### src/hw/rtl/ptzcf_pkg.sv
// Shared types and constants of the pan/tilt/zoom command framer.
`timescale 1ns / 1ps

package ptzcf_pkg;

  // Field and datapath widths
  localparam int unsigned ANGLE_W = 13;
  localparam int unsigned SPEED_W = 12;
  localparam int unsigned ZOOM_W  = 13;
  localparam int unsigned DVD_W   = 24;
  localparam int unsigned DSR_W   = 14;
  localparam int unsigned IDX_W   = 5;
  localparam int unsigned CFG_W   = 9;

  typedef enum logic [1:0] {
    MODE_MOVE = 2'd0,
    MODE_PAN  = 2'd1,
    MODE_TILT = 2'd2,
    MODE_ZOOM = 2'd3
  } ptzcf_mode_e;

  typedef enum logic [1:0] {
    CFG_PAN_MIN  = 2'd0,
    CFG_PAN_MAX  = 2'd1,
    CFG_TILT_MIN = 2'd2,
    CFG_TILT_MAX = 2'd3
  } ptzcf_cfg_e;

  typedef enum logic [2:0] {
    ST_IDLE,
    ST_PREP,
    ST_SETUP,
    ST_START,
    ST_DIV,
    ST_FIX,
    ST_EMIT
  } ptzcf_state_e;

  typedef struct packed {
    logic load;
    logic prep;
    logic setup;
    logic div_start;
    logic fix;
    logic axis;
    logic idx_inc;
  } ptzcf_cmd_t;

  typedef struct packed {
    logic is_zoom;
    logic div_done;
    logic idx_last;
  } ptzcf_sts_t;

  // Frame bytes
  localparam logic [7:0] BYTE_SYNC      = 8'hFF;
  localparam logic [7:0] BYTE_ADDR_HI   = 8'h30;
  localparam logic [7:0] BYTE_ADDR_LO   = 8'h31;
  localparam logic [7:0] BYTE_PAD       = 8'h00;
  localparam logic [7:0] BYTE_END       = 8'hEF;
  localparam logic [7:0] CMD_PAN_SPEED  = 8'h50;
  localparam logic [7:0] CMD_TILT_SPEED = 8'h51;
  localparam logic [7:0] CMD_POSITION   = 8'h62;
  localparam logic [7:0] CMD_ZOOM_SPEED = 8'hB4;
  localparam logic [7:0] CMD_ZOOM_POS   = 8'hB3;
  localparam logic [7:0] ZOOM_SPEED_ARG = 8'h31;
  localparam logic [7:0] ASCII_ZERO     = 8'h30;
  localparam logic [7:0] ASCII_LETTER   = 8'h37;

  // Last byte index of each request kind
  localparam logic [IDX_W-1:0] MOVE_LAST_IDX = 5'd31;
  localparam logic [IDX_W-1:0] ZOOM_LAST_IDX = 5'd17;

  // Device codes
  localparam logic [15:0] PAN_HI      = 16'h8379;
  localparam logic [15:0] PAN_LO      = 16'h7C87;
  localparam logic [15:0] TILT_HI     = 16'h810B;
  localparam logic [15:0] TILT_LO     = 16'h7EF5;
  localparam logic [15:0] POS_CENTER  = 16'h8000;
  localparam logic [10:0] PAN_SPAN    = 11'h6F2;
  localparam logic [10:0] TILT_SPAN   = 11'h216;
  localparam logic [11:0] PAN_SPEED_CAP  = 12'h320;
  localparam logic [11:0] TILT_SPEED_CAP = 12'h26E;
  localparam logic [11:0] SPEED_OFFSET   = 12'd8;
  // 5/9 as 36410 / 2^16; exact floor for all 12-bit speeds
  localparam logic [15:0] SPEED_RECIP    = 16'd36410;
  localparam logic [11:0] ZOOM_CAP       = 12'h7A8;
  localparam logic [2:0]  ZOOM_RATE_CAP  = 3'd7;
  localparam logic [3:0]  ZOOM_RATE_MUL  = 4'd7;

  // Reset values
  localparam logic [8:0]  PAN_MIN_RST  = 9'h151;   // -175
  localparam logic [7:0]  PAN_MAX_RST  = 8'd175;
  localparam logic [7:0]  TILT_MIN_RST = 8'hC9;    // -55
  localparam logic [6:0]  TILT_MAX_RST = 7'd90;
  localparam logic [SPEED_W-1:0] SPEED_RST      = 12'd800;
  localparam logic [ZOOM_W-1:0]  ZOOM_LEVEL_RST = 13'd2048;
  localparam logic [ZOOM_W-1:0]  ZOOM_RATE_RST  = 13'd4096;

endpackage

### src/hw/rtl/pan_tilt_zoom_command_framer_unit.sv
// Top level of the pan/tilt/zoom command framer: controller, datapath and checks.
// A move request prepares the speed codes, runs two position divisions in the
// shared one-bit-per-cycle divider, then sends 32 bytes at one byte per cycle
// while the output is taken.
// A zoom request prepares its codes, then sends 18 bytes.
// Reset restores the limit registers and held state to their defaults at once.
`timescale 1ns / 1ps

module pan_tilt_zoom_command_framer_unit import ptzcf_pkg::*; (
  input  logic               clk_i,
  input  logic               rst_ni,
  input  logic               in_valid_i,
  output logic               in_ready_o,
  input  logic [1:0]         mode_i,
  input  logic [SPEED_W-1:0] pan_speed_i,
  input  logic [ANGLE_W-1:0] pan_angle_i,
  input  logic [SPEED_W-1:0] tilt_speed_i,
  input  logic [ANGLE_W-1:0] tilt_angle_i,
  input  logic [ZOOM_W-1:0]  zoom_rate_i,
  input  logic [ZOOM_W-1:0]  zoom_level_i,
  output logic               out_valid_o,
  input  logic               out_ready_i,
  output logic [7:0]         frame_byte_o,
  output logic               frame_end_o,
  output logic               last_o,
  input  logic               cfg_valid_i,
  output logic               cfg_ready_o,
  input  logic [1:0]         cfg_index_i,
  input  logic [CFG_W-1:0]   cfg_data_i
);

  ptzcf_cmd_t cmd;
  ptzcf_sts_t sts;

  assign cfg_ready_o = 1'b1;

  ptzcf_ctrl u_ctrl (
    .clk_i       (clk_i),
    .rst_ni      (rst_ni),
    .in_valid_i  (in_valid_i),
    .in_ready_o  (in_ready_o),
    .out_valid_o (out_valid_o),
    .out_ready_i (out_ready_i),
    .cmd_o       (cmd),
    .sts_i       (sts)
  );

  ptzcf_dp u_dp (
    .clk_i        (clk_i),
    .rst_ni       (rst_ni),
    .cmd_i        (cmd),
    .sts_o        (sts),
    .cfg_valid_i  (cfg_valid_i),
    .cfg_index_i  (cfg_index_i),
    .cfg_data_i   (cfg_data_i),
    .mode_i       (mode_i),
    .pan_speed_i  (pan_speed_i),
    .pan_angle_i  (pan_angle_i),
    .tilt_speed_i (tilt_speed_i),
    .tilt_angle_i (tilt_angle_i),
    .zoom_rate_i  (zoom_rate_i),
    .zoom_level_i (zoom_level_i),
    .frame_byte_o (frame_byte_o),
    .frame_end_o  (frame_end_o),
    .last_o       (last_o)
  );

  // Input and output never open together: one request is handled at a time.
  assert property (@(posedge clk_i) disable iff (!rst_ni)
    !(in_ready_o && out_valid_o))
    else $error("input ready while a word is being delivered");

  // The final word of a request is always a frame terminator.
  assert property (@(posedge clk_i) disable iff (!rst_ni)
    (out_valid_o && last_o) |-> frame_end_o)
    else $error("last word is not a frame terminator");

  // An accepted request closes the input until its words are delivered.
  assert property (@(posedge clk_i) disable iff (!rst_ni)
    (in_valid_i && in_ready_o) |=> !in_ready_o)
    else $error("input stayed open after a request was taken");

  // Taking the final word returns the block to idle.
  assert property (@(posedge clk_i) disable iff (!rst_ni)
    (out_valid_o && out_ready_i && last_o) |=> (in_ready_o && !out_valid_o))
    else $error("block did not return to idle after the final word");

endmodule

### src/hw/rtl/ptzcf_div.sv
// Restoring divider, one quotient bit per cycle, unsigned operands.
`timescale 1ns / 1ps

module ptzcf_div import ptzcf_pkg::*; (
  input  logic             clk_i,
  input  logic             rst_ni,
  input  logic             start_i,
  input  logic [DVD_W-1:0] dividend_i,
  input  logic [DSR_W-1:0] divisor_i,
  output logic [DVD_W-1:0] quotient_o,
  output logic             rem_nz_o,
  output logic             done_o
);

  localparam int unsigned CNT_W = $clog2(DVD_W);
  localparam logic [CNT_W-1:0] LastStep = CNT_W'(DVD_W - 1);

  logic             busy_q, busy_d;
  logic             done_q, done_d;
  logic [CNT_W-1:0] cnt_q, cnt_d;
  logic [DSR_W-1:0] rem_q, rem_d;
  logic [DVD_W-1:0] quo_q, quo_d;

  logic [DSR_W:0] rem_sh;
  logic [DSR_W:0] diff;
  logic           fits;

  always_comb begin
    rem_sh = {rem_q, quo_q[DVD_W-1]};
    diff   = rem_sh - {1'b0, divisor_i};
    fits   = (rem_sh >= {1'b0, divisor_i});

    busy_d = busy_q;
    cnt_d  = cnt_q;
    rem_d  = rem_q;
    quo_d  = quo_q;
    done_d = 1'b0;
    if (start_i) begin
      busy_d = 1'b1;
      cnt_d  = '0;
      rem_d  = '0;
      quo_d  = dividend_i;
    end else if (busy_q) begin
      rem_d = fits ? diff[DSR_W-1:0] : rem_sh[DSR_W-1:0];
      quo_d = {quo_q[DVD_W-2:0], fits};
      cnt_d = cnt_q + 1'b1;
      if (cnt_q == LastStep) begin
        busy_d = 1'b0;
        done_d = 1'b1;
      end
    end
  end

  always_ff @(posedge clk_i or negedge rst_ni) begin
    if (!rst_ni) begin
      busy_q <= 1'b0;
      done_q <= 1'b0;
      cnt_q  <= '0;
    end else begin
      busy_q <= busy_d;
      done_q <= done_d;
      cnt_q  <= cnt_d;
    end
  end

  always_ff @(posedge clk_i) begin
    rem_q <= rem_d;
    quo_q <= quo_d;
  end

  assign quotient_o = quo_q;
  assign rem_nz_o   = (rem_q != '0);
  assign done_o     = done_q;

endmodule

### src/hw/rtl/ptzcf_dp.sv
// Datapath: limit registers, held request state, device codes and byte selection.
`timescale 1ns / 1ps

module ptzcf_dp import ptzcf_pkg::*; (
  input  logic               clk_i,
  input  logic               rst_ni,
  input  ptzcf_cmd_t         cmd_i,
  output ptzcf_sts_t         sts_o,
  input  logic               cfg_valid_i,
  input  logic [1:0]         cfg_index_i,
  input  logic [CFG_W-1:0]   cfg_data_i,
  input  logic [1:0]         mode_i,
  input  logic [SPEED_W-1:0] pan_speed_i,
  input  logic [ANGLE_W-1:0] pan_angle_i,
  input  logic [SPEED_W-1:0] tilt_speed_i,
  input  logic [ANGLE_W-1:0] tilt_angle_i,
  input  logic [ZOOM_W-1:0]  zoom_rate_i,
  input  logic [ZOOM_W-1:0]  zoom_level_i,
  output logic [7:0]         frame_byte_o,
  output logic               frame_end_o,
  output logic               last_o
);

  function automatic logic [7:0] hex_ascii(input logic [3:0] d);
    logic [7:0] base;
    base = (d < 4'd10) ? ASCII_ZERO : ASCII_LETTER;
    return base + {4'b0, d};
  endfunction

  function automatic logic [ANGLE_W-1:0] clamp_angle(input logic [ANGLE_W-1:0] a,
                                                     input logic signed [13:0] lo,
                                                     input logic signed [13:0] hi);
    logic signed [13:0] v;
    v = $signed({a[ANGLE_W-1], a});
    if (v < lo) v = lo;
    if (hi < v) v = hi;
    return v[ANGLE_W-1:0];
  endfunction

  function automatic logic [11:0] speed_code(input logic [SPEED_W-1:0] s,
                                             input logic [11:0] cap);
    logic [27:0] p;
    logic [11:0] c;
    p = 28'(s) * 28'(SPEED_RECIP);
    c = p[27:16] + SPEED_OFFSET;
    return (c > cap) ? cap : c;
  endfunction

  // Limit registers
  logic [8:0] pan_min_q;
  logic [7:0] pan_max_q;
  logic [7:0] tilt_floor_q;
  logic [6:0] tilt_ceil_q;

  // Held request state
  logic [1:0]         mode_q;
  logic [ANGLE_W-1:0] held_pan_angle_q, held_tilt_angle_q;
  logic [SPEED_W-1:0] held_pan_speed_q, held_tilt_speed_q;
  logic [ZOOM_W-1:0]  held_zoom_rate_q, held_zoom_level_q;

  // Codes
  logic [11:0] psc_q, tsc_q;
  logic [2:0]  rc_q;
  logic [10:0] lc_q;
  logic [15:0] px_q, ty_q;
  logic [IDX_W-1:0] idx_q;

  // Division operands
  logic             num_neg_q, den_neg_q, r_zero_q;
  logic [DVD_W-1:0] dvd_q;
  logic [DSR_W-1:0] dsr_q;

  logic [DVD_W-1:0] quo;
  logic             rem_nz;
  logic             div_done;

  logic signed [13:0] pan_lo16, pan_hi16, tilt_lo16, tilt_hi16;
  logic signed [9:0]  pan_r, tilt_r;
  logic [SPEED_W-1:0] ps_sel, ts_sel;
  logic [ANGLE_W-1:0] pa_sel, ta_sel;

  always_comb begin
    pan_lo16  = $signed({pan_min_q[8], pan_min_q, 4'b0});
    pan_hi16  = $signed({2'b0, pan_max_q, 4'b0});
    tilt_lo16 = $signed({{2{tilt_floor_q[7]}}, tilt_floor_q, 4'b0});
    tilt_hi16 = $signed({3'b0, tilt_ceil_q, 4'b0});
    pan_r     = $signed({2'b0, pan_max_q}) - $signed({pan_min_q[8], pan_min_q});
    tilt_r    = $signed({3'b0, tilt_ceil_q}) - $signed({{2{tilt_floor_q[7]}}, tilt_floor_q});
    ps_sel    = (mode_i != MODE_TILT) ? pan_speed_i  : held_pan_speed_q;
    pa_sel    = (mode_i != MODE_TILT) ? pan_angle_i  : held_pan_angle_q;
    ts_sel    = (mode_i != MODE_PAN)  ? tilt_speed_i : held_tilt_speed_q;
    ta_sel    = (mode_i != MODE_PAN)  ? tilt_angle_i : held_tilt_angle_q;
  end

  // Position numerator 2*a*L + 16*R, split into sign and magnitude
  logic [ANGLE_W-1:0] a_sel;
  logic [10:0]        l_sel;
  logic signed [9:0]  r_sel;
  logic signed [24:0] prod;
  logic signed [25:0] num;
  logic [25:0]        num_mag;
  logic [9:0]         r_abs;

  always_comb begin
    a_sel   = cmd_i.axis ? held_tilt_angle_q : held_pan_angle_q;
    l_sel   = cmd_i.axis ? TILT_SPAN : PAN_SPAN;
    r_sel   = cmd_i.axis ? tilt_r : pan_r;
    prod    = $signed({{12{a_sel[ANGLE_W-1]}}, a_sel}) * $signed({14'b0, l_sel});
    num     = $signed({prod[24], prod}) * 26'sd2 + $signed({{12{r_sel[9]}}, r_sel, 4'b0});
    num_mag = num[25] ? 26'(-num) : 26'(num);
    r_abs   = r_sel[9] ? 10'(-r_sel) : 10'(r_sel);
  end

  // Floor correction and clamp of the position code
  logic [25:0]        q_ext;
  logic signed [25:0] q_s, p_s, lo_s, hi_s;
  logic [15:0]        pos;

  always_comb begin
    q_ext = {2'b0, quo};
    q_s   = (num_neg_q ^ den_neg_q) ? $signed(-(q_ext + 26'(rem_nz))) : $signed(q_ext);
    p_s   = $signed({10'b0, POS_CENTER}) + q_s;
    lo_s  = $signed({10'b0, cmd_i.axis ? TILT_LO : PAN_LO});
    hi_s  = $signed({10'b0, cmd_i.axis ? TILT_HI : PAN_HI});
    if (p_s < lo_s) p_s = lo_s;
    if (hi_s < p_s) p_s = hi_s;
    pos = r_zero_q ? POS_CENTER : p_s[15:0];
  end

  // Zoom codes
  logic [15:0] rate_prod;
  logic [23:0] level_prod;
  logic [2:0]  rc;
  logic [10:0] lc;

  always_comb begin
    rate_prod  = 16'(held_zoom_rate_q) * 16'(ZOOM_RATE_MUL);
    level_prod = 24'(held_zoom_level_q) * 24'(ZOOM_CAP);
    rc = (rate_prod[15:12] > {1'b0, ZOOM_RATE_CAP}) ? ZOOM_RATE_CAP : rate_prod[14:12];
    lc = (level_prod[23:12] > ZOOM_CAP) ? ZOOM_CAP[10:0] : level_prod[22:12];
  end

  always_ff @(posedge clk_i or negedge rst_ni) begin
    if (!rst_ni) begin
      pan_min_q         <= PAN_MIN_RST;
      pan_max_q         <= PAN_MAX_RST;
      tilt_floor_q      <= TILT_MIN_RST;
      tilt_ceil_q       <= TILT_MAX_RST;
      mode_q            <= MODE_MOVE;
      held_pan_angle_q  <= '0;
      held_tilt_angle_q <= '0;
      held_pan_speed_q  <= SPEED_RST;
      held_tilt_speed_q <= SPEED_RST;
      held_zoom_rate_q  <= ZOOM_RATE_RST;
      held_zoom_level_q <= ZOOM_LEVEL_RST;
      idx_q             <= '0;
    end else begin
      if (cfg_valid_i) begin
        case (cfg_index_i)
          CFG_PAN_MIN:  pan_min_q    <= cfg_data_i[8:0];
          CFG_PAN_MAX:  pan_max_q    <= cfg_data_i[7:0];
          CFG_TILT_MIN: tilt_floor_q <= cfg_data_i[7:0];
          CFG_TILT_MAX: tilt_ceil_q  <= cfg_data_i[6:0];
          default: ;
        endcase
      end
      if (cmd_i.load) begin
        mode_q <= mode_i;
        idx_q  <= '0;
        if (mode_i == MODE_ZOOM) begin
          held_zoom_rate_q  <= zoom_rate_i;
          held_zoom_level_q <= zoom_level_i;
        end else begin
          held_pan_speed_q  <= ps_sel;
          held_tilt_speed_q <= ts_sel;
          held_pan_angle_q  <= clamp_angle(pa_sel, pan_lo16, pan_hi16);
          held_tilt_angle_q <= clamp_angle(ta_sel, tilt_lo16, tilt_hi16);
        end
      end else if (cmd_i.idx_inc) begin
        idx_q <= idx_q + 1'b1;
      end
    end
  end

  always_ff @(posedge clk_i) begin
    if (cmd_i.prep) begin
      psc_q <= speed_code(held_pan_speed_q, PAN_SPEED_CAP);
      tsc_q <= speed_code(held_tilt_speed_q, TILT_SPEED_CAP);
      rc_q  <= rc;
      lc_q  <= lc;
    end
    if (cmd_i.setup) begin
      num_neg_q <= num[25];
      den_neg_q <= r_sel[9];
      r_zero_q  <= (r_sel == '0);
      dvd_q     <= num_mag[DVD_W-1:0];
      dsr_q     <= {r_abs[8:0], 5'b0};
    end
    if (cmd_i.fix) begin
      if (cmd_i.axis) ty_q <= pos;
      else            px_q <= pos;
    end
  end

  ptzcf_div u_div (
    .clk_i      (clk_i),
    .rst_ni     (rst_ni),
    .start_i    (cmd_i.div_start),
    .dividend_i (dvd_q),
    .divisor_i  (dsr_q),
    .quotient_o (quo),
    .rem_nz_o   (rem_nz),
    .done_o     (div_done)
  );

  // Byte selection by position within the request
  logic [7:0] byte_sel;
  logic       is_zoom;

  always_comb begin
    is_zoom = (mode_q == MODE_ZOOM);
    if (is_zoom) begin
      case (idx_q)
        5'd0, 5'd8:         byte_sel = BYTE_SYNC;
        5'd1, 5'd9:         byte_sel = BYTE_ADDR_HI;
        5'd2, 5'd10:        byte_sel = BYTE_ADDR_LO;
        5'd3, 5'd11:        byte_sel = BYTE_PAD;
        5'd4:               byte_sel = CMD_ZOOM_SPEED;
        5'd5:               byte_sel = ZOOM_SPEED_ARG;
        5'd6:               byte_sel = hex_ascii({1'b0, rc_q});
        5'd12:              byte_sel = CMD_ZOOM_POS;
        5'd13:              byte_sel = hex_ascii(4'b0);
        5'd14:              byte_sel = hex_ascii({1'b0, lc_q[10:8]});
        5'd15:              byte_sel = hex_ascii(lc_q[7:4]);
        5'd16:              byte_sel = hex_ascii(lc_q[3:0]);
        default:            byte_sel = BYTE_END;
      endcase
    end else begin
      case (idx_q)
        5'd0, 5'd9, 5'd18:  byte_sel = BYTE_SYNC;
        5'd1, 5'd10, 5'd19: byte_sel = BYTE_ADDR_HI;
        5'd2, 5'd11, 5'd20: byte_sel = BYTE_ADDR_LO;
        5'd3, 5'd12, 5'd21: byte_sel = BYTE_PAD;
        5'd4:               byte_sel = CMD_PAN_SPEED;
        5'd5:               byte_sel = hex_ascii(psc_q[11:8]);
        5'd6:               byte_sel = hex_ascii(psc_q[7:4]);
        5'd7:               byte_sel = hex_ascii(psc_q[3:0]);
        5'd13:              byte_sel = CMD_TILT_SPEED;
        5'd14:              byte_sel = hex_ascii(tsc_q[11:8]);
        5'd15:              byte_sel = hex_ascii(tsc_q[7:4]);
        5'd16:              byte_sel = hex_ascii(tsc_q[3:0]);
        5'd22:              byte_sel = CMD_POSITION;
        5'd23:              byte_sel = hex_ascii(px_q[15:12]);
        5'd24:              byte_sel = hex_ascii(px_q[11:8]);
        5'd25:              byte_sel = hex_ascii(px_q[7:4]);
        5'd26:              byte_sel = hex_ascii(px_q[3:0]);
        5'd27:              byte_sel = hex_ascii(ty_q[15:12]);
        5'd28:              byte_sel = hex_ascii(ty_q[11:8]);
        5'd29:              byte_sel = hex_ascii(ty_q[7:4]);
        5'd30:              byte_sel = hex_ascii(ty_q[3:0]);
        default:            byte_sel = BYTE_END;
      endcase
    end
  end

  assign frame_byte_o   = byte_sel;
  assign frame_end_o    = (byte_sel == BYTE_END);
  assign last_o         = sts_o.idx_last;
  assign sts_o.is_zoom  = is_zoom;
  assign sts_o.div_done = div_done;
  assign sts_o.idx_last = (idx_q == (is_zoom ? ZOOM_LAST_IDX : MOVE_LAST_IDX));

endmodule

### src/hw/rtl/ptzcf_ctrl.sv
// Controller: sequences code preparation, the two position divisions of a move request and byte output.
`timescale 1ns / 1ps

module ptzcf_ctrl import ptzcf_pkg::*; (
  input  logic       clk_i,
  input  logic       rst_ni,
  input  logic       in_valid_i,
  output logic       in_ready_o,
  output logic       out_valid_o,
  input  logic       out_ready_i,
  output ptzcf_cmd_t cmd_o,
  input  ptzcf_sts_t sts_i
);

  ptzcf_state_e state_q, state_d;
  logic         axis_q, axis_d;

  always_comb begin
    state_d = state_q;
    axis_d  = axis_q;
    case (state_q)
      ST_IDLE: begin
        if (in_valid_i) state_d = ST_PREP;
      end
      ST_PREP: begin
        axis_d  = 1'b0;
        state_d = sts_i.is_zoom ? ST_EMIT : ST_SETUP;
      end
      ST_SETUP: state_d = ST_START;
      ST_START: state_d = ST_DIV;
      ST_DIV: begin
        if (sts_i.div_done) state_d = ST_FIX;
      end
      ST_FIX: begin
        if (axis_q) begin
          state_d = ST_EMIT;
        end else begin
          axis_d  = 1'b1;
          state_d = ST_SETUP;
        end
      end
      ST_EMIT: begin
        if (out_ready_i && sts_i.idx_last) state_d = ST_IDLE;
      end
      default: state_d = ST_IDLE;
    endcase
  end

  always_comb begin
    cmd_o       = '0;
    cmd_o.axis  = axis_q;
    in_ready_o  = 1'b0;
    out_valid_o = 1'b0;
    case (state_q)
      ST_IDLE: begin
        in_ready_o = 1'b1;
        cmd_o.load = in_valid_i;
      end
      ST_PREP:  cmd_o.prep      = 1'b1;
      ST_SETUP: cmd_o.setup     = 1'b1;
      ST_START: cmd_o.div_start = 1'b1;
      ST_FIX:   cmd_o.fix       = 1'b1;
      ST_EMIT: begin
        out_valid_o   = 1'b1;
        cmd_o.idx_inc = out_ready_i;
      end
      default: ;
    endcase
  end

  always_ff @(posedge clk_i or negedge rst_ni) begin
    if (!rst_ni) begin
      state_q <= ST_IDLE;
      axis_q  <= 1'b0;
    end else begin
      state_q <= state_d;
      axis_q  <= axis_d;
    end
  end

endmodule
### config.mk
export PLATFORM = sky130hd
export DESIGN_NAME = pan_tilt_zoom_command_framer_unit
export DESIGN_NICKNAME = d
export VERILOG_FILES = /design/src/hw/rtl/ptzcf_pkg.sv /design/src/hw/rtl/pan_tilt_zoom_command_framer_unit.sv /design/src/hw/rtl/ptzcf_div.sv /design/src/hw/rtl/ptzcf_dp.sv /design/src/hw/rtl/ptzcf_ctrl.sv
export SDC_FILE = /design/constraint.sdc
export NUM_CORES = 1
export LEC_CHECK = 0
export ABC_AREA = 1
export BUFFER_PORTS_ARGS = -buffer_cell sky130_fd_sc_hd__buf_2
export CAP_MARGIN = 0
export CELL_PAD_IN_SITES_DETAIL_PLACEMENT = 1
export CELL_PAD_IN_SITES_GLOBAL_PLACEMENT = 1
export CORE_ASPECT_RATIO = 0.5
export CORE_UTILIZATION = 40
export CTS_CLUSTER_SIZE = 20
export DETAILED_ROUTE_END_ITERATION = 8
export PLACE_DENSITY_LB_ADDON = 0.1
export REMOVE_ABC_BUFFERS = 1
export SLEW_MARGIN = 20
export SYNTH_ARGS = -nofsm -noshare
export SYNTH_HDL_FRONTEND = slang
export SYNTH_SLANG_ARGS = --single-unit
### constraint.sdc
create_clock -name clk_i -period 15.4 [get_ports clk_i]
set_clock_uncertainty 0.05 [all_clocks]
set_input_delay 3.08 -clock clk_i [delete_from_list [all_inputs] [get_ports clk_i]]
set_output_delay 3.08 -clock clk_i [all_outputs]
set_load 0.02 [all_outputs]
==> metrics <==
status=finished clean; mux share of post-synthesis cell area=1.07%; CTS buffer count=30; slew margin rel.=27.5%; Synth top area share=17.8%; Mapped Cells=3887; later-pin clock latency in the skew report=610 ps; Ports=107; number of port buffers=105; number of DRC markers in iteration 0=939; antenna violations before repair=1; Inst Count DP=4994; top cell types by occurrence after synthesis=inv_1, nand2_1, ha_1, o21ai_0, nor2_1; DR pass1 iterations=5; Hold Vio Cnt, Final=0; vias per cell=5.13; # fillers=9441; Max stage delay cell, worst path=o311ai_0; Tmin final=8670 ps; #FFs+latches synth=268; count leader, synth=inv_1; RePlAce Congestion=0.888; Worst-path clk slew=70 ps; syn avg cell area=8.11 sq um; setup TNS=0 ps; Post-synth EDFFs=128; fin area=0.0343 sq mm; Worst Max-Slew Pin Slew=1080 ps; Synth Area in Compound Gates=12.0%; simple logic cell fraction of the synthesized area=17.9%; Yosys cell types=65; startpoint types=flop; part of the Yosys area used for sequential elements=23.2%; dpl hpwl=75800 um; MaxCap Viol Count=0; setup violators final=0; drt drc=0; critical path capture point type=flop; Max Fclk=115 MHz; main combinational cell family by area after synthesis=adder cells; Hold Crit Class=flop to flop; crit-path most repeated cell=inv_1; post-route non-filler standard cell count=5051; most used flip-flop cell after synthesis=edfxtp_1; XOR/XNOR share of the synthesized area=3.61%; fin crit share=56.3%; Core ar.=0.0777 sq mm; Antenna Nets Post-Route=0; Crit path required time=15680 ps; CP max stage delay=550 ps; Synth async-reset ratio=47.0%; pins over their slew limit=0; Area contributors post-synth=ha_1, fa_1, edfxtp_1; Setup Buffers After CTS=0; worst-path maximum fanout=51; H-tree depth=1; final net count=4766; Yosys top cell by area=ha_1; WL per Instance=17.7 um; clk sink count=268; critical path class=flop to flop; cell row count=72; # hold bufs at CTS=0; post-synthesis adder-cell area fraction=32.6%; pin count of the biggest net entering global routing=68; Initial Util=40.6%; share of layout cells above drive strength 1=7.77%; Ys Warns=0; CTS Root Cell=clkbuf_16; residual overflow from global routing=0; RSZ-0062 raised after global routing=false; clock buffer depth=3; Vias=25900; post-cts resize count=0; first-pass GRT wire length=147000 um; die height=201 um; Area growth, synth to finish=8.93%; placed cell area=0.0333 sq mm; Post-Syn Area=0.0315 sq mm; crit path DAT=8950 ps; vias in the first global route=28100; CTS tree=yes; Tot GR Track Use=22.7%; drt total wl=89500 um; total die area=0.0800 sq mm; die width=399 um
[placed cells by master, fill, tap and decap left out, types with 17 or more instances in the layout]
cell and instances:
inv_1 745, buf_2 104, o22ai_1 22, edfxtp_1 128
nor3_1 58, xor2_1 86, dfrtp_1 100, nor4_1 20
nand4_1 45, nor2_1 286, fa_1 234, nand2_2 17
o211ai_1 25, nand2_1 679, xnor2_1 44, a21oi_1 222
or2_2 17, o21ai_0 295, mux2_2 30, dfstp_2 26
clkbuf_16 33, ha_1 448, nand3_1 115
[cell families after synthesis]
| group | Yosys count |
|---|---|
| simple gates | 1293 |
| buf+inv | 805 |
| fa+ha+maj | 682 |
| compound gates | 677 |
| flops | 268 |
| xor+xnor | 130 |
| mux | 30 |
| other cells | 2 |
[worst max-delay path, delay by kind of cell (launching register included)]
kind | cells | cell delay (ps)
XOR/XNOR | 2 | 280
buffers and inverters | 9 | 1280
adder cells (fa/ha/maj) | 7 | 3110
flip-flops | 1 | 330
AND/OR/NAND/NOR | 5 | 740
AO/OA/AOI/OAI | 9 | 2570
[registers in the layout, summed over array words and instances, names as in the netlist, 13 cells and up]
name                    cells
u_dp.dvd_q                 22
u_dp.held_pan_angle_q      13
u_dp.held_tilt_angle_q     13
u_dp.held_zoom_level_q     13
u_dp.held_zoom_rate_q      13
u_dp.px_q                  16
u_dp.ty_q                  16
u_dp.u_div.quotient_o      24
u_dp.u_div.rem_q           14
[routing by layer]
metal / vias up / GRT usage [%] / share of wire, %
met4: 0 / 5.34 / 2.5
met2: 242 / 40.7 / 49
met5: - / 0 / 0
met1: 12600 / 29.1 / 46
li1: 12900 / - / -
met3: 106 / 2.69 / 2.6
[stage by stage]
step           hold slack (ps)  setup slack (ps)  util (%)
2_1_floorplan              396              7420         -
3_3_place_gp               417              6870      42.9
3_5_place_dp               430              6640      42.9
4_1_cts                    446              6630      44.2
5_1_grt                    466              5890      44.2
6_report                   440              6730      44.2
[area by class of cell]
| cell class | count | area (sq um) | area share (%) |
|---|---|---|---|
| tap | 1036 | 1300 | 3.77 |
| antenna | 1 | 2.50 | 0.00729 |
| clock buffer | 41 | 888 | 2.59 |
| sequential | 268 | 7310 | 21.3 |
| multi-input combinational | 2817 | 21200 | 61.8 |
| clock inverter | 15 | 158 | 0.459 |
| timing repair buffer | 117 | 622 | 1.81 |
| inverter | 756 | 2840 | 8.26 |
[final timing paths]
kind,from,endpoint,slack (ps),depth (start not counted)
min in group asynchronous,rst_ni,u_dp.held_zoom_level_q[0],2450,1
max reg2reg,u_ctrl.axis_q,u_dp.dvd_q[20],6730,32
min reg2reg,u_dp.mode_q[0],u_dp.mode_q[0],440,2
max in group asynchronous,rst_ni,u_dp.held_tilt_angle_q[11],11440,2
max,u_ctrl.axis_q,u_dp.dvd_q[20],6730,32
min,u_dp.mode_q[0],u_dp.mode_q[0],440,2
Power is not shown: default switching activity piles up to over one toggle a cycle in this logic, so the estimate is an artifact.
